## src/fqi_pkg.sv

```systemverilog
// fqi_pkg: shared types and codes for the positional-insert queue
// no dependencies
`timescale 1ns / 1ps
package fqi_pkg;

  localparam int VALUE_W = 64;
  localparam int MODE_W  = 2;
  localparam int STAT_W  = 2;
  localparam int POS_W   = 6;
  localparam int OCC_W   = 6;

  localparam logic [MODE_W-1:0] MODE_ENQUEUE = 2'd0;
  localparam logic [MODE_W-1:0] MODE_DEQUEUE = 2'd1;
  localparam logic [MODE_W-1:0] MODE_INSERT  = 2'd2;

  localparam logic [STAT_W-1:0] ST_OK    = 2'd0;
  localparam logic [STAT_W-1:0] ST_EMPTY = 2'd1;
  localparam logic [STAT_W-1:0] ST_FULL  = 2'd2;
  localparam logic [STAT_W-1:0] ST_RANGE = 2'd3;

  localparam logic signed [VALUE_W-1:0] NO_VALUE = '1;

  typedef logic signed [VALUE_W-1:0] value_t;

  typedef enum logic [1:0] {
    CMD_NONE,
    CMD_PUT,
    CMD_POP
  } cell_cmd_t;

endpackage

```

## src/fqi_cell.sv

```systemverilog
// fqi_cell: one storage slot of the queue chain
// takes its neighbor's word on a shift, the new word at its own index
// depends on fqi_pkg
`timescale 1ns / 1ps
module fqi_cell #(
  parameter int PW = 6
) (
  input  logic              clk,
  input  fqi_pkg::cell_cmd_t cmd,
  input  logic [PW-1:0]     pos,
  input  logic [PW-1:0]     idx,
  input  fqi_pkg::value_t   new_value,
  input  fqi_pkg::value_t   left_value,
  input  fqi_pkg::value_t   right_value,
  output fqi_pkg::value_t   value
);

  fqi_pkg::value_t data_r;
  fqi_pkg::value_t data_nxt;

  always_comb begin
    data_nxt = data_r;
    case (cmd)
      fqi_pkg::CMD_PUT: begin
        if (idx == pos) begin
          data_nxt = new_value;
        end else if (idx > pos) begin
          data_nxt = left_value;
        end
      end
      fqi_pkg::CMD_POP: begin
        data_nxt = right_value;
      end
      default: begin
        data_nxt = data_r;
      end
    endcase
  end

  always_ff @(posedge clk) begin
    data_r <= data_nxt;
  end

  assign value = data_r;

endmodule

```

## config.mk

```make
export PLATFORM = sky130hd
export DESIGN_NAME = fqi_cell
export DESIGN_NICKNAME = d
export VERILOG_FILES = /design/src/fqi_pkg.sv /design/src/fqi_cell.sv
export SDC_FILE = /design/constraint.sdc
export NUM_CORES = 1
export LEC_CHECK = 0
export BUFFER_PORTS_ARGS = -buffer_cell sky130_fd_sc_hd__clkbuf_2
export CAP_MARGIN = 20
export CORE_AREA = 2 2 105 107
export DETAILED_ROUTE_END_ITERATION = 10
export DIE_AREA = 0 0 107 109
export GPL_TIMING_DRIVEN = 0
export PLACE_DENSITY = 0.71
export SETUP_SLACK_MARGIN = 0.1
export SLEW_MARGIN = 10
export SYNTH_ARGS = -nofsm -noshare
export SYNTH_HDL_FRONTEND = slang
export SYNTH_SLANG_ARGS = --single-unit
```

## constraint.sdc

```tcl
create_clock -name clk -period 8.2 [get_ports clk]
set_input_delay 2.46 -clock clk [delete_from_list [all_inputs] [get_ports clk]]
set_output_delay 2.46 -clock clk [all_outputs]
set_load 0.005 [all_outputs]
```

==> run metrics, run 1 <==
outcome finished, final reports clean; number of buffers created by CTS 9; root buf cell clkbuf_8; Worst path slowest cell a41oi_4; row count 38; die width roughly 110 um; Synth area leader edfxtp_1; Yosys top cell area share 0.517; pins over their slew limit 0; routability congestion estimate approximately 0.90; critical path data arrival time 4.43 ns; Post-CTS Repair Setup Buffers 0; Rel. slew slack 0.571; nature of the critical path endpoint flop; RSZ-0062 raised after global routing false; Max-Cap Viols 0; share of layout cells above drive strength 1 0.462; routed via count around 4400; register area between 1500 and 2000 um2; Yosys reg bits 64; Mapped Area between 3000 and 4000 um2; Ports approximately 270; post-route ant nets 0; top cells by count, synth 65 x nand4_1, 65 x o21ai_1, 64 x a31oi_1, 64 x edfxtp_1, 64 x nor2_1; First-pass DRT Iterations 5; DRC 0; syn_nets around 610; min Tclk post-route about 4.4 ns; fin nets 890; Hold WC Path Type input port to flop; Congestion Overflow GR 0; crit-path max FO 23; clock-pin slew of the registers on the worst-case setup and hold paths around 0.070 ns; Setup-failing EPs final 0; first-pass GRT wire length 20.5 mm; endpoints failing hold 0; Area contributors post-synth edfxtp_1 52%, nand4_1 11%, a31oi_1 11%, o21ai_1 8.8%, nor2_1 6.5%; clock buffer depth 2; Syn Inst Count 393; Hold Slack approximately 2.5 ns; CP Data Required Time between 8 and 9 ns; starting density of the core 0.351; Peak VDD IR between 0.06 and 0.07 mV; die extent in y 109 um; ANT cells 0; initial antenna violation count 0; multi-input logic area 1530 um2; area delta synth->final 48.3%; number of I/O port buffers 270; Initial DRC Count approximately 420; synth unique cells 20; ys async rst share 0; CP Buf/Inv Count 5; Mean Syn Cell Area around 9.5 um2; actual slew at the worst max-slew pin roughly 0.64 ns; ys flop type edfxtp_1; Startpoint Class input port; H-tree depth 3; synth warn 0; leakage power 2.40 nW; Seq/Total Area, Yosys 0.517; CTS tree yes; f_max 0.228 GHz; period utilisation layout 0.536; WL/cell 16.9 um; max reg flops 64; drt total wl around 14 mm; critical path's top delay family buffers and inverters; Cell Chain, Critical Path clkbuf_2 -> inv_1 -> ha_1 -> and4_1 -> buf_6 -> o21ai_1 -> a41oi_4 -> buf_8 -> buf_16; vias in the first global route 4177; vias per cell 5.37; Hold Buf Count CTS 0; largest net degree at the start of global routing 24; post-CTS sizing 0; FILL cells between 900 and 1000; post-DP HPWL around 11 mm; core area ~11000 um2; crit path kind input port to flop; clk sinks between 60 and 70; biggest cell delay along the critical path between 0.5 and 0.6 ns; overall routing resource usage 0.228; utilization after layout 0.520; Post-synth EDFFs between 60 and 70; die area 11700 um2; cell area power density around 170 nW/um2
power breakdown:
group | switching, mW | leakage (nW) | internal [mW] | total (mW)
Combinational | 0.139 | 1.70 | 0.109 | 0.249
Sequential | 0.0134 | 0.612 | 0.423 | 0.436
Clock | 0.118 | 0.0922 | 0.138 | 0.256
metal layers:
metal	global-route usage	vias up	part of all wire
li1	-	2105	-
met1	0.290	1996	0.41
met2	0.384	284	0.49
met3	0.0371	31	0.080
met4	0.102	0	0.024
met5	0	-	0
layout make-up:
class,instances,share of cell area
inverters,6,0.00409
clock buffers,11,0.0238
multi-input cells,274,0.278
clock inverters,5,0.00863
flip-flops and latches,64,0.349
well taps,140,0.0318
repair buffers,273,0.258
plain buffers,49,0.0472
worst min-delay path, cell delays in order:
cell,delay (ns)
clkbuf_2,0.08
nor2_1,0.03
a31oi_1,0.12
worst paths after layout:
kind                   startpoint                   to  slack [ns]  cells after the start
setup / recovery           pos[5]  value[32]$_DFFE_PP_        3.81                      9
hold / removal    right_value[12]  value[12]$_DFFE_PP_        2.48                      3
cells in the final DEF (no fill, tap or decap), drive strengths merged, types with 2 or more instances in the layout:
cell type,count
nor2,64
edfxtp,64
clkbuf,297
clkinv,4
buf,36
nand4,65
a31oi,64
a21oi,2
ha,6
o21ai,65
inv,6
nand2,2
stage by stage:
stage | instances | setup TNS (ns) | power, mW | instance area (um2) | setup WS [ns]
2_1_floorplan | 393 | 0 | 0.548 | 3720 | 0.971
3_3_place_gp | 803 | -48.07 | 0.681 | 5240 | -0.755
3_5_place_dp | 806 | 0 | 0.691 | 5330 | 3.44
4_1_cts | 822 | 0 | 0.948 | 5510 | 3.80
5_1_grt | 822 | 0 | 0.988 | 5510 | 3.71
6_report | 822 | 0 | 0.941 | 5510 | 3.81
kinds of logic (layout without fill, tap and decap cells):
| group | after synthesis | after routing | synth area share |
|---|---|---|---|
| AOI/OAI and AO/OA | 133 | 133 | 0.203 |
| xor gates and xnor gates | 1 | 1 | 0.00236 |
| and+or+nand+nor | 134 | 134 | 0.182 |
| adders and majority gates | 6 | 6 | 0.0202 |
| buffers and inverters | 55 | 344 | 0.0761 |
| DFF | 64 | 64 | 0.517 |
No activity file was read; power rests on OpenSTA's default activity.
==> run 2, diff against run 1 <==
--- a/config.mk
+++ b/config.mk
@@ -7,11 +7,11 @@
 export LEC_CHECK = 0
 export BUFFER_PORTS_ARGS = -buffer_cell sky130_fd_sc_hd__clkbuf_2
 export CAP_MARGIN = 20
-export CORE_AREA = 2 2 105 107
+export CORE_MARGIN = 2
+export CORE_UTILIZATION = 37
 export DETAILED_ROUTE_END_ITERATION = 10
-export DIE_AREA = 0 0 107 109
 export GPL_TIMING_DRIVEN = 0
-export PLACE_DENSITY = 0.71
+export PLACE_DENSITY = 0.77
 export SETUP_SLACK_MARGIN = 0.1
 export SLEW_MARGIN = 10
 export SYNTH_ARGS = -nofsm -noshare
==> constraint.sdc (replaced) <==
create_clock -name clk -period 3.9 [get_ports clk]
set_input_delay 1.17 -clock clk [delete_from_list [all_inputs] [get_ports clk]]
set_output_delay 1.17 -clock clk [all_outputs]
set_load 0.005 [all_outputs]
==> run 2 against run 1 <==
Effect of this change: non-clock buffer count down 1; sequential share of layout area up 0.14 points; total power rose by 110%; highest routed layer unchanged; final cell count shrank 0.97%; worst hold slack worse by 1.3 ns; flip-flop and latch count unchanged; largest cell class unchanged; combinational power rose by 110%; die area fell by 6.8%.
==> run metrics, run 2 (synthesized netlist as in run 1, its figures left out) <==
outcome finished, final reports clean; H-tree depth 3 (unchanged); vias per cell 5.53 (+2.9%); Hold Slack 1.18 ns (-1.29 ns); clock share of power 0.274 (+0.002); FILL cells 919 (-7.3%); Hold EP value[33]$_DFFE_PP_; cell area power density 360 nW/um2 (+110%); vias in the first global route 4360 (+4.4%); Post-CTS Repair Setup Buffers 0 (unchanged); f_max around 0.32 GHz; initial antenna violation count 0 (unchanged); Placement Setup Slack 0.400 ns (-3.04 ns); root buf cell clkbuf_8; Hold Buf Count CTS 0 (unchanged); net load switching power 0.567 mW (+110%); utilization after layout 0.562 (+0.0417); biggest cell delay along the critical path 0.66 ns (+0.13 ns); First-pass DRT Iterations 5 (unchanged); DRC 0 (unchanged); nature of the critical path endpoint flop; overall routing resource usage 0.244 (+0.0160); Max-Cap Viols 0 (unchanged); HP Start right_value[33]; post-route ant nets 0 (unchanged); row count 36 (-5.3%); Rel. slew slack 0.444 (-0.127); pins over their slew limit 0 (unchanged); largest net degree at the start of global routing 25 (+4.2%); die extent in y 104 um (-4.4%); leakage power 2.40 nW (-0.22%); routability congestion estimate 0.910 (+1.1%); clock buffer depth 2 (unchanged); Cells after DPL 798 (-0.99%); Sw Ratio 0.287 (-0.00135); drt total wl 13.6 mm (-2.2%); first-pass GRT wire length 21.1 mm (+3.0%); CP Data Required Time 3.93 ns (-4.31 ns); share of layout cells above drive strength 1 0.463 (+0.000678); core area 9770 um2 (-7.8%); area delta synth->final 47.7%; critical path data arrival time 3.16 ns (-1.27 ns); Cells on Worst Hold Path 3 (unchanged); fin nets 889 (-0.11%); post-DP HPWL 10.7 mm (+0.72%); commonest non-fill, non-tap cell in the layout clkbuf_2; Setup-failing EPs final 0 (unchanged); Design Area, Final 5490 um2 (-0.41%); Setup WS post-layout 0.763 ns (-3.04 ns); actual slew at the worst max-slew pin 0.831 ns (+0.187 ns); starting density of the core 0.380 (+0.0297); die area 10900 um2 (-6.8%); endpoints failing hold 0 (unchanged); CTS tree yes; post-CTS sizing 0 (unchanged); RSZ-0062 raised after global routing false; ANT cells 0 (unchanged); Worst path slowest cell a41oi_4; Initial DRC Count 296 (-30%); Peak VDD IR 0.156 mV (+140%); Non-Filler Instances 814 (-0.97%); combinational power share 0.261 (-0.003); clock-pin slew of the registers on the worst-case setup and hold paths 0.07 ns (about the same); Power Total 1.98 mW (+110%); number of I/O port buffers 270 (unchanged); die width 104 um (-2.6%); dpl cell area 5310 um2 (-0.45%); min Tclk post-route between 3 and 4 ns; Hold WC Path Type input port to flop; Cell Chain, Critical Path clkbuf_2 -> inv_1 -> ha_1 -> nand4_1 -> buf_2 -> o22a_1 -> a41oi_4 -> buf_16; max reg flops 64 (unchanged); Seq pwr share 0.465 (+0.002); number of buffers created by CTS 9 (unchanged); period utilisation layout 0.804; crit-path max FO 24 (+4.3%); commonest cells after routing, fill and taps aside 270 x clkbuf_2, 65 x nand4_1, 65 x o21ai_1; Total Neg Setup Slack 0 ns (unchanged); Startpoint Class input port; Congestion Overflow GR 0 (unchanged); WL/cell 16.7 um (-1.3%); clk sinks 64 (unchanged); Int Power 1.41 mW (+110%); Ports 271 (unchanged); routed via count 4500 (+1.9%); crit path kind input port to flop
[run 2: cell types whose count changed in the layout (fill, tap and decap cells not counted)]
cell      previous run  this run
clkbuf_1            18        19
buf_8                1         0
clkinv_1             2         0
clkinv_2             2         3
[run 2: cell type report]
type                    instances  area (um2)  share of cell area
flip-flops and latches         64        1920               0.350
repair buffers                272        1410               0.256
multi-input cells             274        1530               0.279
well taps                     133         166              0.0303
clock inverters                 4        45.0             0.00821
clock buffers                  12         135              0.0246
plain buffers                  49         260              0.0474
inverters                       6        22.5             0.00410
[run 2: power by group through the flow]
stage                     clock, mW  combinational [mW]  sequential [mW]
final                         0.541               0.516            0.919
after global placement            0               0.487            0.934
after floorplan                   0               0.201            0.948
after CTS                     0.552               0.516            0.919
after detailed placement          0               0.514            0.934
after global routing          0.579               0.561            0.927
[run 2: critical path, delay by kind of cell]
kind,cells,cell delay [ns]
AOI/OAI and AO/OA,2,0.93
buffers and inverters,4,0.59
adders and majority gates,1,0.33
and+or+nand+nor,1,0.13
[run 2: worst max path at each step]
stage                          end  cells after the start   start
3_5_place_dp   value[40]$_DFFE_PP_                      8  pos[5]
5_1_grt        value[37]$_DFFE_PP_                      8  pos[5]
6_report       value[31]$_DFFE_PP_                      8  pos[5]
4_1_cts        value[31]$_DFFE_PP_                      8  pos[5]
3_3_place_gp   value[39]$_DFFE_PP_                      7  pos[5]
2_1_floorplan   value[0]$_DFFE_PP_                      6  pos[5]
[run 2: layer usage]
layer,wire length [um],vias to the layer above,global-route usage,part of all wire
met5,0,-,0,0
met4,319,0,0.0975,0.024
met3,1120,32,0.0401,0.082
met2,7030,287,0.440,0.52
met1,5100,2078,0.288,0.38
li1,-,2103,-,-
==> run 3, diff against run 2 <==
==> constraint.sdc (replaced) <==
create_clock -name clk -period 2.52 [get_ports clk]
set_input_delay 0.756 -clock clk [delete_from_list [all_inputs] [get_ports clk]]
set_output_delay 0.756 -clock clk [all_outputs]
set_load 0.005 [all_outputs]
==> run 3 against run 2 <==
Effect of this change: die area is the same; final cell count grew 0.61%; routed wire length grew 0.92%; count of clock-buffer cells in the layout shrank 1; combinational power grew 61%; design area grew 2.1%; first-iteration DRC count shrank 23%; total power grew 56%; clock power grew 54%; setup slack lost 0.54 ns; highest routed layer unchanged.
==> run metrics, run 3 (synthesized netlist as in run 1, its figures left out) <==
leakage power 2.42 nW (+1.2%); cell area power density 550 nW/um2 (+53%); first-pass GRT wire length 21.3 mm (+0.85%); initial antenna violation count 0 (unchanged); DRC 0 (unchanged); Startpoint Class input port; post-DP HPWL 10.6 mm (-1.4%); share of layout cells above drive strength 1 0.477 (+0.0141); CP Data Required Time 2.55 ns (-1.38 ns); Hold WC Path Type input port to flop; crit-path max FO 23 (-4.2%); Power Total 3.08 mW (+56%); Cells on Worst Hold Path 3 (unchanged); number of I/O port buffers 270 (unchanged); Hold Slack 0.777 ns (-0.406 ns); number of buffers created by CTS 9 (unchanged); Max-Cap Viols 0 (unchanged); overall routing resource usage 0.245 (+0.000978); H-tree depth 3 (unchanged); clk sinks 64 (unchanged); clock buffer depth 2 (unchanged); Congestion Overflow GR 0 (unchanged); Rel. slew slack 0.569 (+0.125); max reg flops 64 (unchanged); commonest non-fill, non-tap cell in the layout clkbuf_2; CTS tree yes; Setup-failing EPs final 0 (unchanged); largest net degree at the start of global routing 26 (+4.0%); nature of the critical path endpoint flop; row count 36 (unchanged); post-route ant nets 0 (unchanged); clock-pin slew of the registers on the worst-case setup and hold paths 0.07 ns (about the same); drt total wl 13.7 mm (+0.92%); min Tclk post-route approximately 2.3 ns; die area 10900 um2 (unchanged); period utilisation layout 0.910; fin nets 894 (+0.56%); critical path data arrival time 2.33 ns (-0.83 ns); vias in the first global route 4395 (+0.80%); Ports 271 (unchanged); core area 9770 um2 (unchanged); Total Neg Setup Slack 0 ns (unchanged); RSZ-0062 raised after global routing false; pins over their slew limit 0 (unchanged); root buf cell clkbuf_8; Initial DRC Count 229 (-23%); utilization after layout 0.573 (+0.0119); area delta synth->final 50.8%; outcome finished, final reports clean; starting density of the core 0.380 (unchanged); f_max 0.436 GHz; crit path kind input port to flop; Design Area, Final 5610 um2 (+2.1%); Peak VDD IR 0.253 mV (+63%); vias per cell 5.39 (-2.5%); die extent in y 104 um (unchanged); die width 104 um (unchanged); ANT cells 0 (unchanged); actual slew at the worst max-slew pin 0.647 ns (-0.184 ns); routed via count 4414 (-1.9%); routability congestion estimate 0.916 (+0.69%); dpl cell area 5380 um2 (+1.3%); WL/cell 16.7 um (+0.31%); endpoints failing hold 0 (unchanged); commonest cells after routing, fill and taps aside 270 x clkbuf_2, 65 x nand4_1, 65 x o21ai_1; First-pass DRT Iterations 5 (unchanged)
run 3: cell types whose count changed in the layout (fill, tap and decap cells not counted), sizes merged:
cell and change:
buf +5, clkbuf -1, clkinv +1
run 3: path summary, 6_finish.rpt:
kind | startpoint | end | slack, ns
min | right_value[54] | value[54]$_DFFE_PP_ | 0.78
max | pos[5] | value[44]$_DFFE_PP_ | 0.23
run 3: per-layer routing:
metal	global-route usage	routed length, um	vias to the layer above
met5	0	0	-
met3	0.0533	909	18
met2	0.441	7030	247
met1	0.292	5550	2034
met4	0.0743	206	0
li1	-	-	2115
run 3: report_power, final:
group          total, mW  switching (mW)  internal [mW]  leakage [nW]
combinational      0.831           0.456          0.376          1.72
sequential          1.42          0.0459           1.37         0.612
clock              0.833           0.384          0.448        0.0922
total               3.08           0.886           2.20          2.42
run 3: timing repair:
action | in CTS | in global routing
setup buffers | 5 | 0
endpoints found under the setup margin | 64 | 0
hold buffers | 0 | 0
resized for setup | 0 | 0
run 3: layout make-up:
cell class / instances / area, um2
Fill cell: 919 / 4170
Timing Repair Buffer: 277 / 1460
Inverter: 6 / 35.0
Tap cell: 133 / 166
Multi-Input combinational cell: 274 / 1580
Buffer: 49 / 265
Clock buffer: 11 / 131
Sequential cell: 64 / 1920
Clock inverter: 5 / 47.5
run 3: critical path: stages:
cell and delay [ns]:
clkbuf_2 0.13, inv_8 0.03, ha_4 0.27, and4_1 0.22, buf_6 0.19, o21ai_1 0.13, a41oi_4 0.23, buf_12 0.17
buf_16 0.17
run 3: through the flow:
| step | std cells | worst slack (ns) |
|---|---|---|
| after detailed placement | 798 | -0.576 |
| after floorplan | 393 | -0.696 |
| after global routing | 819 | 0.204 |
| after CTS | 819 | 0.281 |
| after global placement | 796 | -1.42 |
| final | 819 | 0.227 |
